===== src/rtl/yrgb_pkg.sv =====
`timescale 1ns / 1ps
// ----------------------------------------------------------------------------
// YUYV to RGB conversion package
// Shared word types, output formats and fixed-point widths.
// ----------------------------------------------------------------------------
package yrgb_pkg;

	localparam int PROD_W = 18;  // widest product: 454 * (-128) needs 16 bits + sign
	localparam int SUM_W  = 19;  // Y*256 plus products, signed

	localparam logic [2:0] BYTES_PACKED = 3'd3;
	localparam logic [2:0] BYTES_PADDED = 3'd4;

	typedef enum logic [1:0] {
		FMT_RGB24 = 2'd0,
		FMT_BGR24 = 2'd1,
		FMT_RGB32 = 2'd2,
		FMT_BGR32 = 2'd3
	} fmt_t;

	typedef struct packed {
		logic [7:0] luma_first;
		logic [7:0] chroma_blue;
		logic [7:0] luma_second;
		logic [7:0] chroma_red;
		logic       frame_end;
	} yuyv_t;

	typedef struct packed {
		logic [7:0] byte_zero;
		logic [7:0] byte_one;
		logic [7:0] byte_two;
		logic [7:0] pad_byte;
		logic [2:0] byte_count;
		logic       pair_last;
		logic       frame_last;
	} pixel_t;

	// position marks that ride along with each pixel
	typedef struct packed {
		logic pair_last;
		logic frame_last;
	} tag_t;

	// one pixel at the pipeline entry; chroma already centered on zero
	typedef struct packed {
		logic [7:0]        luma;
		logic signed [7:0] u;
		logic signed [7:0] v;
		tag_t              tag;
	} pix_t;

	typedef struct packed {
		logic signed [SUM_W-1:0] red;
		logic signed [SUM_W-1:0] green;
		logic signed [SUM_W-1:0] blue;
		tag_t                    tag;
	} sums_t;

endpackage


===== src/rtl/yrgb_issue.sv =====
`timescale 1ns / 1ps
// ----------------------------------------------------------------------------
// YUYV group issue stage
// Accepts one group and feeds its two pixels into the pipe on consecutive
// cycles; busy covers the cycle of the second pixel.
// ----------------------------------------------------------------------------
module yrgb_issue
	import yrgb_pkg::*;
(
	input  logic  clk,
	input  logic  arst_n,
	input  logic  start,
	input  yuyv_t yuyv,
	output logic  busy,
	output logic  valid_s1,
	output pix_t  pix_s1
);

	logic  pending_q;
	pix_t  hold_q;
	logic  accept;
	logic signed [7:0] u_c;
	logic signed [7:0] v_c;

	assign accept = start && !pending_q;
	assign busy   = pending_q;

	// offset binary minus 128 is just the top bit flipped
	assign u_c = $signed({~yuyv.chroma_blue[7], yuyv.chroma_blue[6:0]});
	assign v_c = $signed({~yuyv.chroma_red[7], yuyv.chroma_red[6:0]});

	always_ff @(posedge clk or negedge arst_n) begin
		if (!arst_n) begin
			pending_q <= 1'b0;
			valid_s1  <= 1'b0;
		end else begin
			pending_q <= accept;
			valid_s1  <= accept || pending_q;
		end
	end

	always_ff @(posedge clk) begin
		if (accept) begin
			pix_s1.luma           <= yuyv.luma_first;
			pix_s1.u              <= u_c;
			pix_s1.v              <= v_c;
			pix_s1.tag.pair_last  <= 1'b0;
			pix_s1.tag.frame_last <= 1'b0;
			hold_q.luma           <= yuyv.luma_second;
			hold_q.u              <= u_c;
			hold_q.v              <= v_c;
			hold_q.tag.pair_last  <= 1'b1;
			hold_q.tag.frame_last <= yuyv.frame_end;
		end else if (pending_q) begin
			pix_s1 <= hold_q;
		end
	end

endmodule


===== src/rtl/yrgb_color.sv =====
`timescale 1ns / 1ps
// ----------------------------------------------------------------------------
// YUV to RGB color matrix
// Stage 2 forms the chroma products, stage 3 adds them to the scaled luma.
// ----------------------------------------------------------------------------
module yrgb_color
	import yrgb_pkg::*;
(
	input  logic  clk,
	input  logic  arst_n,
	input  logic  valid_s1,
	input  pix_t  pix_s1,
	output logic  valid_s3,
	output sums_t sums_s3
);

	localparam logic signed [PROD_W-1:0] K_RV = PROD_W'(359);
	localparam logic signed [PROD_W-1:0] K_GU = PROD_W'(88);
	localparam logic signed [PROD_W-1:0] K_GV = PROD_W'(183);
	localparam logic signed [PROD_W-1:0] K_BU = PROD_W'(454);

	logic                     valid_s2;
	logic [7:0]               luma_s2;
	logic signed [PROD_W-1:0] rv_s2;
	logic signed [PROD_W-1:0] gu_s2;
	logic signed [PROD_W-1:0] gv_s2;
	logic signed [PROD_W-1:0] bu_s2;
	tag_t                     tag_s2;
	logic signed [SUM_W-1:0]  yy;

	always_ff @(posedge clk or negedge arst_n) begin
		if (!arst_n) begin
			valid_s2 <= 1'b0;
			valid_s3 <= 1'b0;
		end else begin
			valid_s2 <= valid_s1;
			valid_s3 <= valid_s2;
		end
	end

	always_ff @(posedge clk) begin
		luma_s2 <= pix_s1.luma;
		rv_s2   <= PROD_W'(pix_s1.v) * K_RV;
		gu_s2   <= PROD_W'(pix_s1.u) * K_GU;
		gv_s2   <= PROD_W'(pix_s1.v) * K_GV;
		bu_s2   <= PROD_W'(pix_s1.u) * K_BU;
		tag_s2  <= pix_s1.tag;
	end

	// luma scaled by 256, always non-negative
	assign yy = $signed({(SUM_W-16)'(0), luma_s2, 8'h00});

	always_ff @(posedge clk) begin
		sums_s3.red   <= yy + SUM_W'(rv_s2);
		sums_s3.green <= yy - SUM_W'(gu_s2) - SUM_W'(gv_s2);
		sums_s3.blue  <= yy + SUM_W'(bu_s2);
		sums_s3.tag   <= tag_s2;
	end

endmodule


===== src/rtl/yrgb_pack.sv =====
`timescale 1ns / 1ps
// ----------------------------------------------------------------------------
// RGB byte packer
// Limits each sum to a byte, orders the bytes and registers the output word.
// ----------------------------------------------------------------------------
module yrgb_pack
	import yrgb_pkg::*;
(
	input  logic  clk,
	input  logic  arst_n,
	input  fmt_t  fmt,
	input  logic  valid_s3,
	input  sums_t sums_s3,
	output logic  strobe,
	output pixel_t pixel
);

	function automatic logic [7:0] clamp_byte(input logic signed [SUM_W-1:0] x);
		logic [7:0] res;
		if (x > SUM_W'(65535))
			res = 8'hff;
		else if (x <= SUM_W'(255))
			res = 8'h00;
		else
			res = x[15:8];
		return res;
	endfunction

	logic [7:0] red;
	logic [7:0] green;
	logic [7:0] blue;
	pixel_t     pix_d;

	assign red   = clamp_byte(sums_s3.red);
	assign green = clamp_byte(sums_s3.green);
	assign blue  = clamp_byte(sums_s3.blue);

	always_comb begin
		pix_d.byte_one   = green;
		pix_d.pad_byte   = 8'h00;
		pix_d.pair_last  = sums_s3.tag.pair_last;
		pix_d.frame_last = sums_s3.tag.frame_last;
		unique case (fmt) inside
			FMT_BGR24, FMT_BGR32: begin
				pix_d.byte_zero = blue;
				pix_d.byte_two  = red;
			end
			default: begin
				pix_d.byte_zero = red;
				pix_d.byte_two  = blue;
			end
		endcase
		unique case (fmt) inside
			FMT_RGB32, FMT_BGR32: pix_d.byte_count = BYTES_PADDED;
			default:              pix_d.byte_count = BYTES_PACKED;
		endcase
	end

	always_ff @(posedge clk or negedge arst_n) begin
		if (!arst_n) begin
			strobe <= 1'b0;
		end else begin
			strobe <= valid_s3;
		end
	end

	always_ff @(posedge clk) begin
		pixel <= pix_d;
	end

endmodule


===== src/rtl/yuyv_to_rgb_pixel_converter.sv =====
`timescale 1ns / 1ps
// ----------------------------------------------------------------------------
// YUYV 4:2:2 to RGB pixel converter
// One YUYV group in, two RGB pixels out, format set by a 2-bit register.
// The first pixel passes the issue, product, sum and output registers before it
// strobes, and the second follows. The block takes no new group while busy is high;
// busy is high for the one cycle in which the second pixel enters the pipe.
// Reset clears the pipe valid bits and sets the format to RGB24.
// ----------------------------------------------------------------------------
module yuyv_to_rgb_pixel_converter
	import yrgb_pkg::*;
(
	input  logic       clk,
	input  logic       arst_n,
	input  logic       start,
	output logic       busy,
	input  yuyv_t      yuyv,
	output logic       strobe,
	output pixel_t     pixel,
	input  logic       cfg_valid,
	output logic       cfg_ready,
	input  logic [1:0] cfg_data
);

	fmt_t  fmt_q;
	logic  valid_s1;
	pix_t  pix_s1;
	logic  valid_s3;
	sums_t sums_s3;

	assign cfg_ready = 1'b1;

	always_ff @(posedge clk or negedge arst_n) begin
		if (!arst_n) begin
			fmt_q <= FMT_RGB24;
		end else if (cfg_valid && cfg_ready) begin
			fmt_q <= fmt_t'(cfg_data);
		end
	end

	yrgb_issue u_issue (
		.clk      (clk),
		.arst_n   (arst_n),
		.start    (start),
		.yuyv     (yuyv),
		.busy     (busy),
		.valid_s1 (valid_s1),
		.pix_s1   (pix_s1)
	);

	yrgb_color u_color (
		.clk      (clk),
		.arst_n   (arst_n),
		.valid_s1 (valid_s1),
		.pix_s1   (pix_s1),
		.valid_s3 (valid_s3),
		.sums_s3  (sums_s3)
	);

	yrgb_pack u_pack (
		.clk      (clk),
		.arst_n   (arst_n),
		.fmt      (fmt_q),
		.valid_s3 (valid_s3),
		.sums_s3  (sums_s3),
		.strobe   (strobe),
		.pixel    (pixel)
	);

endmodule


===== config.mk =====
export PLATFORM = sky130hd
export DESIGN_NAME = yuyv_to_rgb_pixel_converter
export DESIGN_NICKNAME = d
export VERILOG_FILES = /design/src/rtl/yrgb_pkg.sv /design/src/rtl/yrgb_issue.sv /design/src/rtl/yrgb_color.sv /design/src/rtl/yrgb_pack.sv /design/src/rtl/yuyv_to_rgb_pixel_converter.sv
export SDC_FILE = /design/constraint.sdc
export NUM_CORES = 1
export LEC_CHECK = 0
export BUFFER_PORTS_ARGS = -buffer_cell sky130_fd_sc_hd__buf_2
export CAP_MARGIN = 40
export CORE_MARGIN = 3
export CORE_UTILIZATION = 34
export DETAILED_ROUTE_END_ITERATION = 12
export PLACE_DENSITY = 0.56
export SLEW_MARGIN = 20
export SYNTH_ARGS = -nofsm -noshare
export SYNTH_HDL_FRONTEND = slang
export SYNTH_SLANG_ARGS = --single-unit

===== constraint.sdc =====
create_clock -name clk -period 4.6 [get_ports clk]
set_clock_uncertainty 0.1 [all_clocks]
set_input_delay 1.15 -clock clk [delete_from_list [all_inputs] [get_ports clk]]
set_output_delay 1.15 -clock clk [all_outputs]
set_load 0.05 [all_outputs]

Word-level counts from Yosys, hierarchy flattened
Cells that the tools add are included.
{ "op_classes": {"reduce_logical": 6, "muxes": 10, "bitwise_logic": 2, "n_lt_le_gt_ge": 6, "eq_ne": 3, "mul": 4, "add_sub_neg": 4} }
{ "ops": {"columns": ["op", "n"], "rows": [
  ["> comparator 19 x 17 -> 1 bit, second input constant", 3],
  ["less-or-equal comparator 19 x 9 -> 1 bit, second input constant", 3],
  ["2-to-1 mux 8 bit", 7],
  ["2-to-1 mux 26 bit", 2],
  ["adder 17 x 18 -> 19 bit", 2],
  ["multiplier 8 x 9 -> 17 bit, second input constant", 2],
  ["subtractor 18 x 17 -> 19 bit", 1],
  ["multiplier 8 x 10 -> 18 bit, second input constant", 1],
  ["subtractor 17 x 16 -> 18 bit", 1],
  ["multiplier 8 x 5 -> 13 bit, second input constant", 1],
  ["== test 2 bit, second input constant", 2],
  ["OR reduction 2 bit", 2],
  ["2-to-1 mux 3 bit", 1],
  ["== test 2 x 1 -> 1 bit, second input constant", 1],
  ["NOT 1 bit", 2],
  ["nonzero test 2 bit", 1],
  ["logical AND 1 bit", 1],
  ["logical NOT 1 bit", 1],
  ["logical OR 1 bit", 1]
]} }
{ "totals": {"output_inout_bits": 40, "wordCells": 68, "input_bits": 39, "ff_bits": 221} }

Longest topological paths before layout
{ "logic_depth": {"ltp_word": 4, "ltp_mapped": 17, "ltp_nobuf": 17} }

Cells and area by module
From an unflattened synthesis, not the netlist that was laid out.
{ "hier_totals": {"hier_cells": 1132, "area_unflattened_um2": 11932.7} }
{ "by_module_without_submodules": {"columns": ["mod", "seq_area_each_um2", "area_per_inst_um2", "cells_per_inst", "n_inst"], "rows": [
  ["yrgb_color", 2572.5, 8876.0, 883, 1],
  ["yrgb_issue", 1561.5, 1975.6, 139, 1],
  ["yrgb_pack", 585.6, 997.2, 104, 1],
  ["yuyv_to_rgb_pixel_converter", 50.0, 83.8, 6, 1]
]} }

Worst setup path after synthesis
OpenSTA, ideal clock, no wires.
{ "synth_path": {"path_kind": "register to register", "start": "register u_issue.pix_s1[5] (netlist name)", "end": "register u_color.gv_s2[14]", "path_stages_with_launch": 15, "arrival_time_ns": 3.710, "path_slack_ns": 0.664, "path_buffers": 0, "t_required_ns": 4.374, "setup_ns": 0.126, "cell_sequence": "edfxtp_1 > ha_1 > fa_1 > inv_1 > fa_1 > fa_1 > inv_1 > ha_1 > a21o_1 > a21oi_1 > nor2b_1 > o31a_1 > o21a_1 > o21ai_0 > a211oi_1"} }
{ "synth_between": {"elab_chain_len": 1} }
{ "synth_lines": {"columns": ["item", "line_no", "source"], "rows": [
  ["multiplier 8 x 9 -> 17 bit", "yrgb_color.sv:45", "gv_s2 <= PROD_W'(pix_s1.v) * K_GV;"],
  ["end signal: assignment", "yrgb_color.sv:45", null],
  ["end: declaration", "yrgb_color.sv:26", "logic signed [PROD_W-1:0] gv_s2;"]
]} }
Every way passes these cells.
A chain may end at the register's enable or synchronous reset.

Worst setup path in the final report
{ "layout_path": {"start": "register u_issue.pix_s1[7] (netlist name)", "end": "register u_color.rv_s2[14]"} }
{ "layout_between": {"elab_chain_len": 1} }
{ "layout_lines": {"columns": ["item", "line_no", "source"], "rows": [
  ["multiplier 8 x 10 -> 18 bit", "yrgb_color.sv:43", "rv_s2 <= PROD_W'(pix_s1.v) * K_RV;"],
  ["end signal: assignment", "yrgb_color.sv:43", null],
  ["end: declaration", "yrgb_color.sv:24", "logic signed [PROD_W-1:0] rv_s2;"]
]} }
Every way passes these cells.

==> impl_metrics.env <==
export IMPL_hold_buffers=0
export IMPL_worst_setup_path_end_kind="register"
export IMPL_outcome="finished clean"
export IMPL_min_period_ns=4.25
export IMPL_synth_top_cells_by_count="inv_1, ha_1, dfxtp_1"
export IMPL_n_antenna_cell=0
export IMPL_cts_tree="built"
export IMPL_cts_resized=0
export IMPL_crit_type="reg2reg"
export IMPL_grt_overflow=0
export IMPL_gp_congestion=0.858
export IMPL_area_growth_pct=12.9
export IMPL_holdWs_ns=0.232
export IMPL_coreArea_sq_um=31100
export IMPL_grt_first_pass_wirelength_microns=34100
export IMPL_worstRegToRegCells=15
export IMPL_portBuffers=69
export IMPL_netlist_instances=1018
export IMPL_grtUsageTotal_pct=12.6
export IMPL_worst_path_stages=15
export IMPL_fp_row_count=64
export IMPL_via_per_inst=4.55
export IMPL_grt_max_degree=30
export IMPL_hold_depth=0
export IMPL_yosysMostFrequentCell="inv_1"
export IMPL_drc=0
export IMPL_die_y_microns=185
export IMPL_fill_cells=3049
export IMPL_synth_area_leaders="dfxtp_1, ha_1, edfxtp_1, fa_1, inv_1"
export IMPL_critPathMaxStageDelay_ns=0.54
export IMPL_clk_latency_ns=0.45
export IMPL_initial_utilization_pct=35.1
export IMPL_ys_warn_count=0
export IMPL_drive_above_1_share_pct=11.4
export IMPL_ant_nets=0
export IMPL_netlist_area_sq_um=10900
export IMPL_fp_dieW_microns=185
export IMPL_cp_slowest_cell="edfxtp_1"
export IMPL_final_hold_violation_count=0
export IMPL_netlist_area_leader_share_pct=22.9
export IMPL_ys_ff_latch=181
export IMPL_crit_chain="inv_1 > ha_1 > ha_1 > inv_1 > fa_1 > inv_1 > fa_1 > ha_1 > nor2b_1 > o31a_1 > o211ai_1 > nand2_1 > a41oi_1 > nor2b_1 > xnor2_1"
export IMPL_synth_cell_types=56
export IMPL_synth_mux_area_share_pct=0.470
export IMPL_synth_top_cell_by_area="dfxtp_1"
export IMPL_synth_xor_area_share_pct=4.86
export IMPL_synth_edff_count=49
export IMPL_vdd_drop_max_v=0.000313
export IMPL_hpwl_microns=17000
export IMPL_start_kind="register"
export IMPL_powerDensity_nw_per_um2=698
export IMPL_synthAdderAreaFrac_pct=30.4
export IMPL_worstPathMaxFanout=7
export IMPL_synthSimpleGateAreaFrac_pct=6.13
export IMPL_vias=6845
export IMPL_die_area_sq_um=34300
export IMPL_synth_top_family_by_area="adder cells"
export IMPL_crit_arrival_ns=4.52
export IMPL_drt_wl_total_microns=20500
export IMPL_drv_cap=0
export IMPL_path_clk_slew_ns=0.07
export IMPL_cts_buffers_inserted=17
export IMPL_slew_headroom_pct=56.8
export IMPL_p_leak_nw=6.08
export IMPL_clockBufferDepth=2
export IMPL_cts_root_buffer="clkbuf_16"
export IMPL_cp_data_required_time_ns=4.87
export IMPL_postSynth_asyncResetShare_pct=3.87
export IMPL_fmax_mhz=235
export IMPL_drtIter0Drc=200
export IMPL_syn_area_per_cell_sq_um=10.7
export IMPL_post_route_period_util_pct=92.4
export IMPL_synth_compound_area_share_pct=12.8
export IMPL_nets=1366
export IMPL_firstDrtPassIters=4
export IMPL_tightest_slew_ns=0.648
export IMPL_h_tree_depth=4
export IMPL_setup_viol=0
export IMPL_cts_setup_buffers=0
export IMPL_hold_class="reg2reg"
export IMPL_antenna_found_initial=0
export IMPL_grt_pass1_vias=6815
export IMPL_clkSinkCount=181
export IMPL_rsz0062_at_grt="false"
export IMPL_crit_buf_inv=3
export IMPL_synth_flop_cell="dfxtp_1"
export IMPL_synth_seq_area_share_pct=38.0
export IMPL_drv_slew=0
export IMPL_crit_family="adder cells"
export IMPL_post_drt_wl_per_cell_microns=13.6
export IMPL_fin_tns_setup_ns=0
export IMPL_pin_count=79
==> path summary, 6_finish.rpt <==
| check | from | slack [ns] | end |
|---|---|---|---|
| min reg2reg | u_color.tag_s2[1] | 0.23 | u_color.sums_s3[1] |
| max in group asynchronous | arst_n | 3.74 | u_color.valid_s3 |
| max reg2reg | u_issue.pix_s1[7] | 0.35 | u_color.rv_s2[14] |
| min in group asynchronous | arst_n | 0.46 | fmt_q[1] |
| max | u_issue.pix_s1[7] | 0.35 | u_color.rv_s2[14] |
| min | u_color.tag_s2[1] | 0.23 | u_color.sums_s3[1] |
==> final cells by class <==
class	instances	area (sq um)	share of cell area, %
Timing Repair Buffer	74	398	3.23
Clock inverter	12	133	1.08
Clock buffer	20	468	3.80
Multi-Input combinational cell	647	6010	48.8
Sequential cell	181	4150	33.7
Inverter	176	661	5.37
Tap cell	396	495	4.03
==> state kept, by name (all words and copies together), names as in the netlist <==
register,count
fmt_q,2
u_color.bu_s2,10
u_color.gu_s2,13
u_color.gv_s2,13
u_color.luma_s2,8
u_color.rv_s2,14
u_color.sums_s3,35
u_color.tag_s2,2
u_color.valid_s2,1
u_color.valid_s3,1
u_issue.busy,1
u_issue.hold_q,25
u_issue.pix_s1,26
u_issue.valid_s1,1
u_pack.pixel,28
u_pack.strobe,1
==> logic make-up after synthesis <==
kind of cell	Yosys count
AO/OA/AOI/OAI	201
adder cells (fa/ha/maj)	230
flip-flops	181
other	2
XOR/XNOR	59
AND/OR/NAND/NOR	143
multiplexers	5
buffers and inverters	197
==> cells in the final DEF (no fill, tap or decap), types with 37 or more instances in the layout <==
cell,n
nand2_1,37
inv_1,176
nor2_1,49
dfxtp_1,125
xnor2_1,43
edfxtp_1,49
fa_1,59
buf_2,69
a21oi_1,45
ha_1,171
==> stage by stage <==
| step | area, sq um | worst slack, ns | utilization (%) | std cells | power, mW |
|---|---|---|---|---|---|
| final | 12300 | 0.349 | 39.6 | 1506 | 8.59 |
| after floorplan | 10900 | 0.664 | - | 1025 | 6.16 |
| after CTS | 12300 | 0.346 | 39.6 | 1505 | 8.70 |
| after global placement | 11700 | 0.429 | 37.6 | 1472 | 7.18 |
| after detailed placement | 11700 | 0.391 | 37.6 | 1473 | 7.19 |
| after global routing | 12300 | 0.132 | 39.6 | 1506 | 9.41 |
==> metal layers <==
metal	global-route usage [%]	wire length [microns]	vias up
met3	2.99	847	20
met2	19.3	8790	111
met4	3.36	243	0
met1	18.0	10600	3163
li1	-	-	3551
met5	0	0	-
==> power breakdown <==
part / total (mW) / internal [mW] / switching, mW
Clock: 1.46 / 0.813 / 0.648
Sequential: 2.43 / 2.20 / 0.226
Combinational: 4.70 / 1.96 / 2.74
No activity file was read; power rests on OpenSTA's default activity.
